==> config.mk <==
export PLATFORM = sky130hd
export DESIGN_NAME = sync_word_length_deframer
export DESIGN_NICKNAME = d
export VERILOG_FILES = /design/src/rtl/swld_pkg.sv /design/src/rtl/sync_word_length_deframer.sv
export SDC_FILE = /design/constraint.sdc
export NUM_CORES = 1
export LEC_CHECK = 0
export ABC_AREA = 1
export BUFFER_PORTS_ARGS = -buffer_cell sky130_fd_sc_hd__clkbuf_2
export CORE_MARGIN = 5
export CORE_UTILIZATION = 25
export CTS_BUF_LIST = sky130_fd_sc_hd__clkbuf_16
export DETAILED_ROUTE_END_ITERATION = 12
export GPL_TIMING_DRIVEN = 0
export HOLD_SLACK_MARGIN = 0.02
export SYNTH_ARGS = -nofsm -noshare
export SYNTH_HDL_FRONTEND = slang
export SYNTH_SLANG_ARGS = --single-unit
==> constraint.sdc <==
create_clock -name clk -period 7.6 [get_ports clk]
set_clock_uncertainty 0.05 [all_clocks]
set_input_delay 0.76 -clock clk [delete_from_list [all_inputs] [get_ports clk]]
set_output_delay 0.76 -clock clk [all_outputs]
set_load 0.005 [all_outputs]
==> src/rtl/swld_pkg.sv <==
// shared types and constants for the sync word length deframer
// no dependencies; imported by sync_word_length_deframer
`timescale 1ns / 1ps

package swld_pkg;

  localparam int unsigned BYTE_W   = 8;
  localparam int unsigned WORD_W   = 32;
  localparam int unsigned LEN_W    = 34;
  localparam int unsigned HSIZE_W  = 16;
  localparam int unsigned KIND_W   = 2;
  localparam int unsigned CIDX_W   = 2;
  localparam int unsigned HOLD_W   = 3;
  localparam int unsigned HDR_HELD = 7;
  localparam int unsigned OUT_W    = BYTE_W + 2 * WORD_W;

  localparam logic [WORD_W-1:0] SYNC_WORD = 32'hAAAA_AAAA;
  localparam logic [BYTE_W-1:0] SYNC_BYTE = 8'hAA;
  localparam logic [LEN_W-1:0]  HDR_BYTES = 34'd8;

  localparam logic [HSIZE_W-1:0] HSIZE_RST   = 16'd32;
  localparam logic [WORD_W-1:0]  MAXPAY_RST  = 32'd65536;
  localparam logic [WORD_W-1:0]  DISCARD_MAX = 32'hFFFF_FFFF;

  localparam logic [HOLD_W-1:0] HELD_HUNT_DONE = 3'd4;
  localparam logic [HOLD_W-1:0] HELD_HDR_LAST  = 3'd7;

  typedef enum logic [CIDX_W-1:0] {
    CFG_HEADER_SIZE = 2'd0,
    CFG_MAX_PAYLOAD = 2'd1
  } cfg_idx_t;

  typedef enum logic [KIND_W-1:0] {
    KIND_BYTE      = 2'd0,
    KIND_HEADER    = 2'd1,
    KIND_LEN_SHORT = 2'd2,
    KIND_TOO_LARGE = 2'd3
  } kind_t;

  typedef enum logic [2:0] {
    MODE_ALIGNED = 3'b001,
    MODE_HUNT    = 3'b010,
    MODE_PAYLOAD = 3'b100
  } mode_t;

endpackage

==> src/rtl/sync_word_length_deframer.sv <==
// a result is registered and presented in the cycle after the byte that causes it is transferred
// throughput: one byte per cycle; a byte is taken whenever the result register is empty
//   or being drained, so only out_tready limits the rate
// reset (rst_n low, synchronous): aligned header collection, no bytes held, discard count
//   zero, header_size_bytes 32, max_payload_bytes 65536, no result pending
// depends on swld_pkg
`timescale 1ns / 1ps

module sync_word_length_deframer
  import swld_pkg::*;
(
  input  logic                 clk,
  input  logic                 rst_n,
  // input stream
  input  logic                 in_tvalid,
  output logic                 in_tready,
  input  logic [BYTE_W-1:0]    in_tdata,   // [7:0] rx_byte
  // result stream
  output logic                 out_tvalid,
  input  logic                 out_tready,
  output logic [OUT_W-1:0]     out_tdata,  // [7:0] byte_out, [39:8] packet_words,
                                           // [71:40] discarded_total
  output logic [KIND_W-1:0]    out_tuser,  // [1:0] kind
  output logic                 out_tlast,  // last
  // configuration writes
  input  logic                 cfg_valid,
  output logic                 cfg_ready,
  input  logic [CIDX_W-1:0]    cfg_index,
  input  logic [WORD_W-1:0]    cfg_data
);

  logic [HSIZE_W-1:0] hsize_r;
  logic [WORD_W-1:0]  maxpay_r;

  mode_t              mode_r, mode_nxt;
  logic [HOLD_W-1:0]  held_r, held_nxt;
  logic [BYTE_W-1:0]  hdr_r [HDR_HELD];
  logic [LEN_W-1:0]   remain_r, remain_nxt;
  logic [WORD_W-1:0]  discard_r, discard_nxt;

  logic               out_valid_r;
  kind_t              out_kind_r;
  logic [BYTE_W-1:0]  out_byte_r;
  logic [WORD_W-1:0]  out_words_r;
  logic               out_last_r;
  logic [WORD_W-1:0]  out_disc_r;

  logic               in_fire;
  logic               hdr_wr;
  logic               res_valid;
  kind_t              res_kind;
  logic [BYTE_W-1:0]  res_byte;
  logic [WORD_W-1:0]  res_words;
  logic               res_last;

  logic [WORD_W-1:0]  w0, w1;
  logic [LEN_W-1:0]   plen, payload;
  logic               disc_en;
  logic [3:0]         disc_add;
  logic [WORD_W:0]    disc_sum;

  assign in_tready = !out_valid_r || out_tready;
  assign in_fire   = in_tvalid && in_tready;
  assign cfg_ready = 1'b1;

  // config registers
  always_ff @(posedge clk) begin
    if (!rst_n) begin
      hsize_r  <= HSIZE_RST;
      maxpay_r <= MAXPAY_RST;
    end else if (cfg_valid && cfg_ready) begin
      unique case (cfg_index)
        CFG_HEADER_SIZE: hsize_r  <= cfg_data[HSIZE_W-1:0];
        CFG_MAX_PAYLOAD: maxpay_r <= cfg_data;
        default: ;
      endcase
    end
  end

  // header words: the eighth byte is the one arriving now
  assign w0      = {hdr_r[3], hdr_r[2], hdr_r[1], hdr_r[0]};
  assign w1      = {in_tdata, hdr_r[6], hdr_r[5], hdr_r[4]};
  assign plen    = {w1, 2'b00};
  assign payload = plen - LEN_W'(hsize_r);

  assign disc_sum = {1'b0, discard_r} + (WORD_W + 1)'(disc_add);

  always_comb begin
    mode_nxt    = mode_r;
    held_nxt    = held_r;
    remain_nxt  = remain_r;
    hdr_wr      = 1'b0;
    disc_en     = 1'b0;
    disc_add    = '0;
    res_valid   = 1'b0;
    res_kind    = KIND_BYTE;
    res_byte    = '0;
    res_words   = '0;
    res_last    = 1'b0;

    unique case (mode_r)
      MODE_PAYLOAD: begin
        remain_nxt = remain_r - LEN_W'(1);
        res_valid  = 1'b1;
        res_byte   = in_tdata;
        if (remain_r == LEN_W'(1)) begin
          mode_nxt = MODE_ALIGNED;
          held_nxt = '0;
          res_last = 1'b1;
        end
      end
      MODE_HUNT: begin
        if (in_tdata != SYNC_BYTE) begin
          // broken run: held sync bytes and this one are dropped
          disc_en  = 1'b1;
          disc_add = {1'b0, held_r} + 4'd1;
          held_nxt = '0;
        end else begin
          hdr_wr   = 1'b1;
          held_nxt = held_r + HOLD_W'(1);
          if (held_nxt == HELD_HUNT_DONE) begin
            mode_nxt = MODE_ALIGNED;
          end
        end
      end
      MODE_ALIGNED: begin
        if (held_r != HELD_HDR_LAST) begin
          hdr_wr   = 1'b1;
          held_nxt = held_r + HOLD_W'(1);
        end else begin
          held_nxt  = '0;
          res_words = w1;
          res_last  = 1'b1;
          if (w0 != SYNC_WORD) begin
            disc_en  = 1'b1;
            disc_add = 4'd8;
            mode_nxt = MODE_HUNT;
          end else if (plen < LEN_W'(hsize_r)) begin
            res_valid = 1'b1;
            res_kind  = KIND_LEN_SHORT;
          end else if (payload > LEN_W'(maxpay_r)) begin
            res_valid = 1'b1;
            res_kind  = KIND_TOO_LARGE;
          end else if (plen <= HDR_BYTES) begin
            res_valid  = 1'b1;
            res_kind   = KIND_HEADER;
            remain_nxt = '0;
          end else begin
            res_valid  = 1'b1;
            res_kind   = KIND_HEADER;
            res_last   = 1'b0;
            remain_nxt = plen - HDR_BYTES;
            mode_nxt   = MODE_PAYLOAD;
          end
        end
      end
      default: begin
        mode_nxt = MODE_ALIGNED;
        held_nxt = '0;
      end
    endcase

    discard_nxt = discard_r;
    if (disc_en) begin
      discard_nxt = disc_sum[WORD_W] ? DISCARD_MAX : disc_sum[WORD_W-1:0];
    end
  end

  always_ff @(posedge clk) begin
    if (!rst_n) begin
      mode_r    <= MODE_ALIGNED;
      held_r    <= '0;
      remain_r  <= '0;
      discard_r <= '0;
    end else if (in_fire) begin
      mode_r    <= mode_nxt;
      held_r    <= held_nxt;
      remain_r  <= remain_nxt;
      discard_r <= discard_nxt;
    end
  end

  // held header bytes, every slot is written before it is read
  always_ff @(posedge clk) begin
    if (in_fire && hdr_wr) begin
      hdr_r[held_r] <= in_tdata;
    end
  end

  // result register
  always_ff @(posedge clk) begin
    if (!rst_n) begin
      out_valid_r <= 1'b0;
    end else if (in_fire) begin
      out_valid_r <= res_valid;
    end else if (out_tready) begin
      out_valid_r <= 1'b0;
    end
  end

  always_ff @(posedge clk) begin
    if (in_fire && res_valid) begin
      out_kind_r  <= res_kind;
      out_byte_r  <= res_byte;
      out_words_r <= res_words;
      out_last_r  <= res_last;
      out_disc_r  <= discard_nxt;
    end
  end

  assign out_tvalid = out_valid_r;
  assign out_tdata  = {out_disc_r, out_words_r, out_byte_r};
  assign out_tuser  = out_kind_r;
  assign out_tlast  = out_last_r;

  // error results always close their run
  a_err_last: assert property (@(posedge clk) disable iff (!rst_n)
    out_tvalid && (out_tuser == KIND_LEN_SHORT || out_tuser == KIND_TOO_LARGE) |-> out_tlast)
    else $error("error result without last");

  // discard count only grows
  a_disc_mono: assert property (@(posedge clk) disable iff (!rst_n)
    in_fire |=> discard_r >= $past(discard_r))
    else $error("discard count went down");

  // payload mode always has bytes left to pass
  a_pay_remain: assert property (@(posedge clk) disable iff (!rst_n)
    mode_r == MODE_PAYLOAD |-> remain_r != '0)
    else $error("payload mode with nothing remaining");

  // hunting never holds a full sync word
  a_hunt_held: assert property (@(posedge clk) disable iff (!rst_n)
    mode_r == MODE_HUNT |-> held_r < HELD_HUNT_DONE)
    else $error("hunt holds too many bytes");

endmodule

==> results.md <==
- Worst path max stage delay: 0.51 ns
- Mean number of vias per cell: 4.63
- Met1 track demand over resource in global routing: 18.6%
- Headroom to the max-slew limit: 26.0%
- Die H: 248 um
- Diode insertion count for antenna repair: 0
- Mean instance size in the synthesized netlist: 7.83 sq um
- Minimum clock period after layout: 4.78 ns
- GR Layer Usage met2: 24.9%
- Class of the tightest hold or removal check: input port to register
- Number of global-route vias before repair: 12500
- Inserted Clock Buffers: 31
- Proportion of layout cells with a drive suffix above 1: 12.1%
- Sequential fraction of the synthesis area: 45.0%
- Overall die area: 61400 sq um
- Share of flip-flops with an asynchronous set or reset after synthesis: 0%
- Buffers from clock root to sink, at most: 3
- Cell count after synthesis: 1805
- Post-CTS Setup Bufs: 0
- Mapped Nets: 1910
- Effective utilization at floorplan: 25.2%
- Run status: completed
- # port buffers: 123
- Final Util: 30.0%
- Clock-pin slew of the registers on the worst-case setup and hold paths: 0.06 ns
- Largest net degree at the start of global routing: 32
- Final design instance area without fill: 16800 sq um
- Actual transition at the worst max-transition pin: 1.10 ns
- Nets@finish: 2069
- 1st-pass router iterations: 5
- Kind of start point of the critical path: register
- DRC viols: 0
- Fin crit share: 62.9%
- Clk sinks: 252
- FILL cells: 6071
- DR WL/cell: 16.5 um
- Synthesized flop and latch total: 252
- Required time at the endpoint of the critical path: 8.03 ns
- CP max-delay cell: edfxtp_1
- Top_reg_cell synth: edfxtp_1
- Instance count along the most critical hold path: 3
- Buffer type at the clock tree root: clkbuf_16
- Max Cap Violations: 0
- Setup slack, reg-to-reg: 2.82 ns
- Post-detailed-placement cell area: 15800 sq um
- Antenna-violating nets left: 0
- TritonCTS clock tree: built
- Largest fanout of any net on the critical path: 10
- Peak Freq: 209 MHz
- Initial antenna violation count: 1
- Global-route track usage on met3: 2.24%
- Total routed wirelength: 45300 um
- Global-route wire length before repair: 69700 um
- Hold Startpoint: cfg_data[16]
- Number of placement rows: 87
- Reg2reg start: hdr_r[4][1]$_DFFE_PP_
- PostCTS Resize Cnt: 0
- Clk_lat worst skew: 0.58 ns
- Ports placed on the boundary: 125
- Area of the placeable core: 56200 sq um
- Aggregate global-route resource usage: 14.4%
- Startpoint-to-endpoint class of the critical path: register to register
- Chip width: 248 um
- Count of synthesis-stage warnings from yosys: 0
- Worst vdd rail ir drop: 0.190 mV
- Number of endpoints failing setup at the final stage: 0
- Final max-slew violation count: 0
- Relative area change from synthesis to final layout: 19.1%
- Length in cells of the worst reg-to-reg path: 28
- Yosys cell types: 50
- Total power divided by cell area: 250 nW/um^2
- Number of buffers inserted by hold repair at cts: 0
- Critical path capture point type: register
- Endpoint of the worst register-to-register path: remain_r[24]$_SDFFE_PN0P_
- Most prevalent standard cell on the critical path: nand2_1
- Mapped cell area: 14100 sq um
- HPWL after detailed placement: 34600 um
- Gr busiest metal: met2
- # H-tree levels: 1
- Count of final hold-check violations: 0
- Setup repair after global routing missed its margin: false
- Endpoint arrival time on the critical path: 5.21 ns
- Leakage power: 7.14 nW
- Vias post-DR: 12700
- Count of flip-flops with a built-in enable after synthesis: 131
- WHS Endpoint: maxpay_r[16]$_SDFFE_PN1P_
- Routability Congestion: 0.957
- Leftover overflow at the end of global routing: 0
- Total negative setup slack: 0 ns
- Number of design-rule violations left by the first detailed-router iteration: 1004
sequential cells by signal, indices dropped and copies added (netlist names), 2 cells and up:
name,flops
hsize_r,16
out_disc_r,32
out_byte_r,8
out_tuser,2
discard_r,32
out_words_r,32
held_r,3
mode_r,3
hdr_r,56
remain_r,34
maxpay_r,32
kinds of logic (layout without fill, tap and decap cells):
family,after synthesis,after routing,synth area share (%)
flip-flops,252,252,45.0
AND/OR/NAND/NOR,754,754,23.6
adder cells (fa/ha/maj),58,58,5.19
buffers and inverters,340,524,9.35
AO/OA/AOI/OAI,314,314,11.5
XOR/XNOR,86,86,5.33
other,1,1,0.0265
where the power goes:
group	switching [mW]	internal, mW
Combinational	0.721	0.364
Sequential	0.0530	1.52
Clock	0.612	0.937
Total	1.39	2.82
worst max-delay path by stage:
| stage | start | end | slack [ns] |
|---|---|---|---|
| after floorplan | hdr_r[2][0]$_DFFE_PP_ | out_byte_r[0]$_SDFFCE_PN0P_ | 2.23 |
| after global placement | out_tready | out_disc_r[25]$_DFFE_PP_ | -0.14 |
| after detailed placement | in_tdata[4] | out_disc_r[0]$_DFFE_PP_ | 2.74 |
| after global routing | hdr_r[4][1]$_DFFE_PP_ | remain_r[24]$_SDFFE_PN0P_ | 2.43 |
| final | hdr_r[4][1]$_DFFE_PP_ | remain_r[24]$_SDFFE_PN0P_ | 2.82 |
| after CTS | hdr_r[4][1]$_DFFE_PP_ | remain_r[24]$_SDFFE_PN0P_ | 2.82 |
through the flow:
step           worst slack (ns)  power [mW]  std cells  hold slack, ns
6_report                   2.82        4.21       2745           0.377
3_5_place_dp               2.74        2.67       2686           0.405
2_1_floorplan              2.23        2.34       1805           0.385
3_3_place_gp             -0.137        2.65       2684           0.401
4_1_cts                    2.82        4.23       2744           0.356
5_1_grt                    2.43        4.44       2745           0.371
routing by layer:
metal,up-vias,routed length (um)
li1,6251,-
met4,0,1350
met2,435,21600
met5,-,0
met1,5953,19400
met3,81,2910
layout by cell type, fill, tap and decap left out, types with 38 or more instances in the layout:
cell | Yosys | final
inv_1 | 277 | 280
nand2_1 | 261 | 261
nor2_1 | 258 | 258
o21ai_0 | 143 | 143
a21oi_1 | 132 | 131
edfxtp_1 | 131 | 131
clkbuf_2 | 1 | 124
dfxtp_1 | 121 | 121
nand3_1 | 73 | 73
xor2_1 | 70 | 70
ha_1 | 57 | 57
clkbuf_1 | 38 | 38
cell type report:
| class | instances | area (sq um) | area share [%] |
|---|---|---|---|
| buffer | 54 | 248 | 1.47 |
| inverter | 286 | 1070 | 6.38 |
| multi-input combinational | 1213 | 6480 | 38.5 |
| timing repair buffer | 126 | 661 | 3.92 |
| sequential | 252 | 6360 | 37.7 |
| clock buffer | 32 | 801 | 4.75 |
| tap | 756 | 946 | 5.62 |
| clock inverter | 26 | 277 | 1.64 |
synthesized netlist by cell type, types with 3 or more instances:
master / n / area [sq um]
inv_1: 277 / 1040
nand2_1: 261 / 980
nor2_1: 258 / 968
o21ai_0: 143 / 716
a21oi_1: 132 / 661
edfxtp_1: 131 / 3930
dfxtp_1: 121 / 2420
nand3_1: 73 / 365
xor2_1: 70 / 613
ha_1: 57 / 713
nor3_1: 39 / 195
clkbuf_1: 38 / 143
nand4_1: 37 / 231
nand3b_1: 22 / 165
nor4_1: 22 / 138
nor2_2: 21 / 131
xnor2_1: 16 / 140
o21ai_1: 10 / 50.1
buf_2: 8 / 40.0
o22ai_1: 8 / 50.1
nand2_2: 7 / 43.8
a31oi_1: 6 / 37.5
inv_2: 5 / 18.8
or2_2: 4 / 25.0
a21o_1: 3 / 22.5
clkinv_1: 3 / 11.3
o211ai_1: 3 / 22.5
worst max-delay path, delay by kind of cell, from the launching register on:
| kind | cells | cell delay (ns) |
|---|---|---|
| compound gates | 7 | 1.47 |
| xor+xnor | 1 | 0.17 |
| fa+ha+maj | 2 | 0.67 |
| flops | 1 | 0.51 |
| buf+inv | 1 | 0.27 |
| simple gates | 17 | 1.54 |
Note: power is estimated with default switching activity, not from simulation.
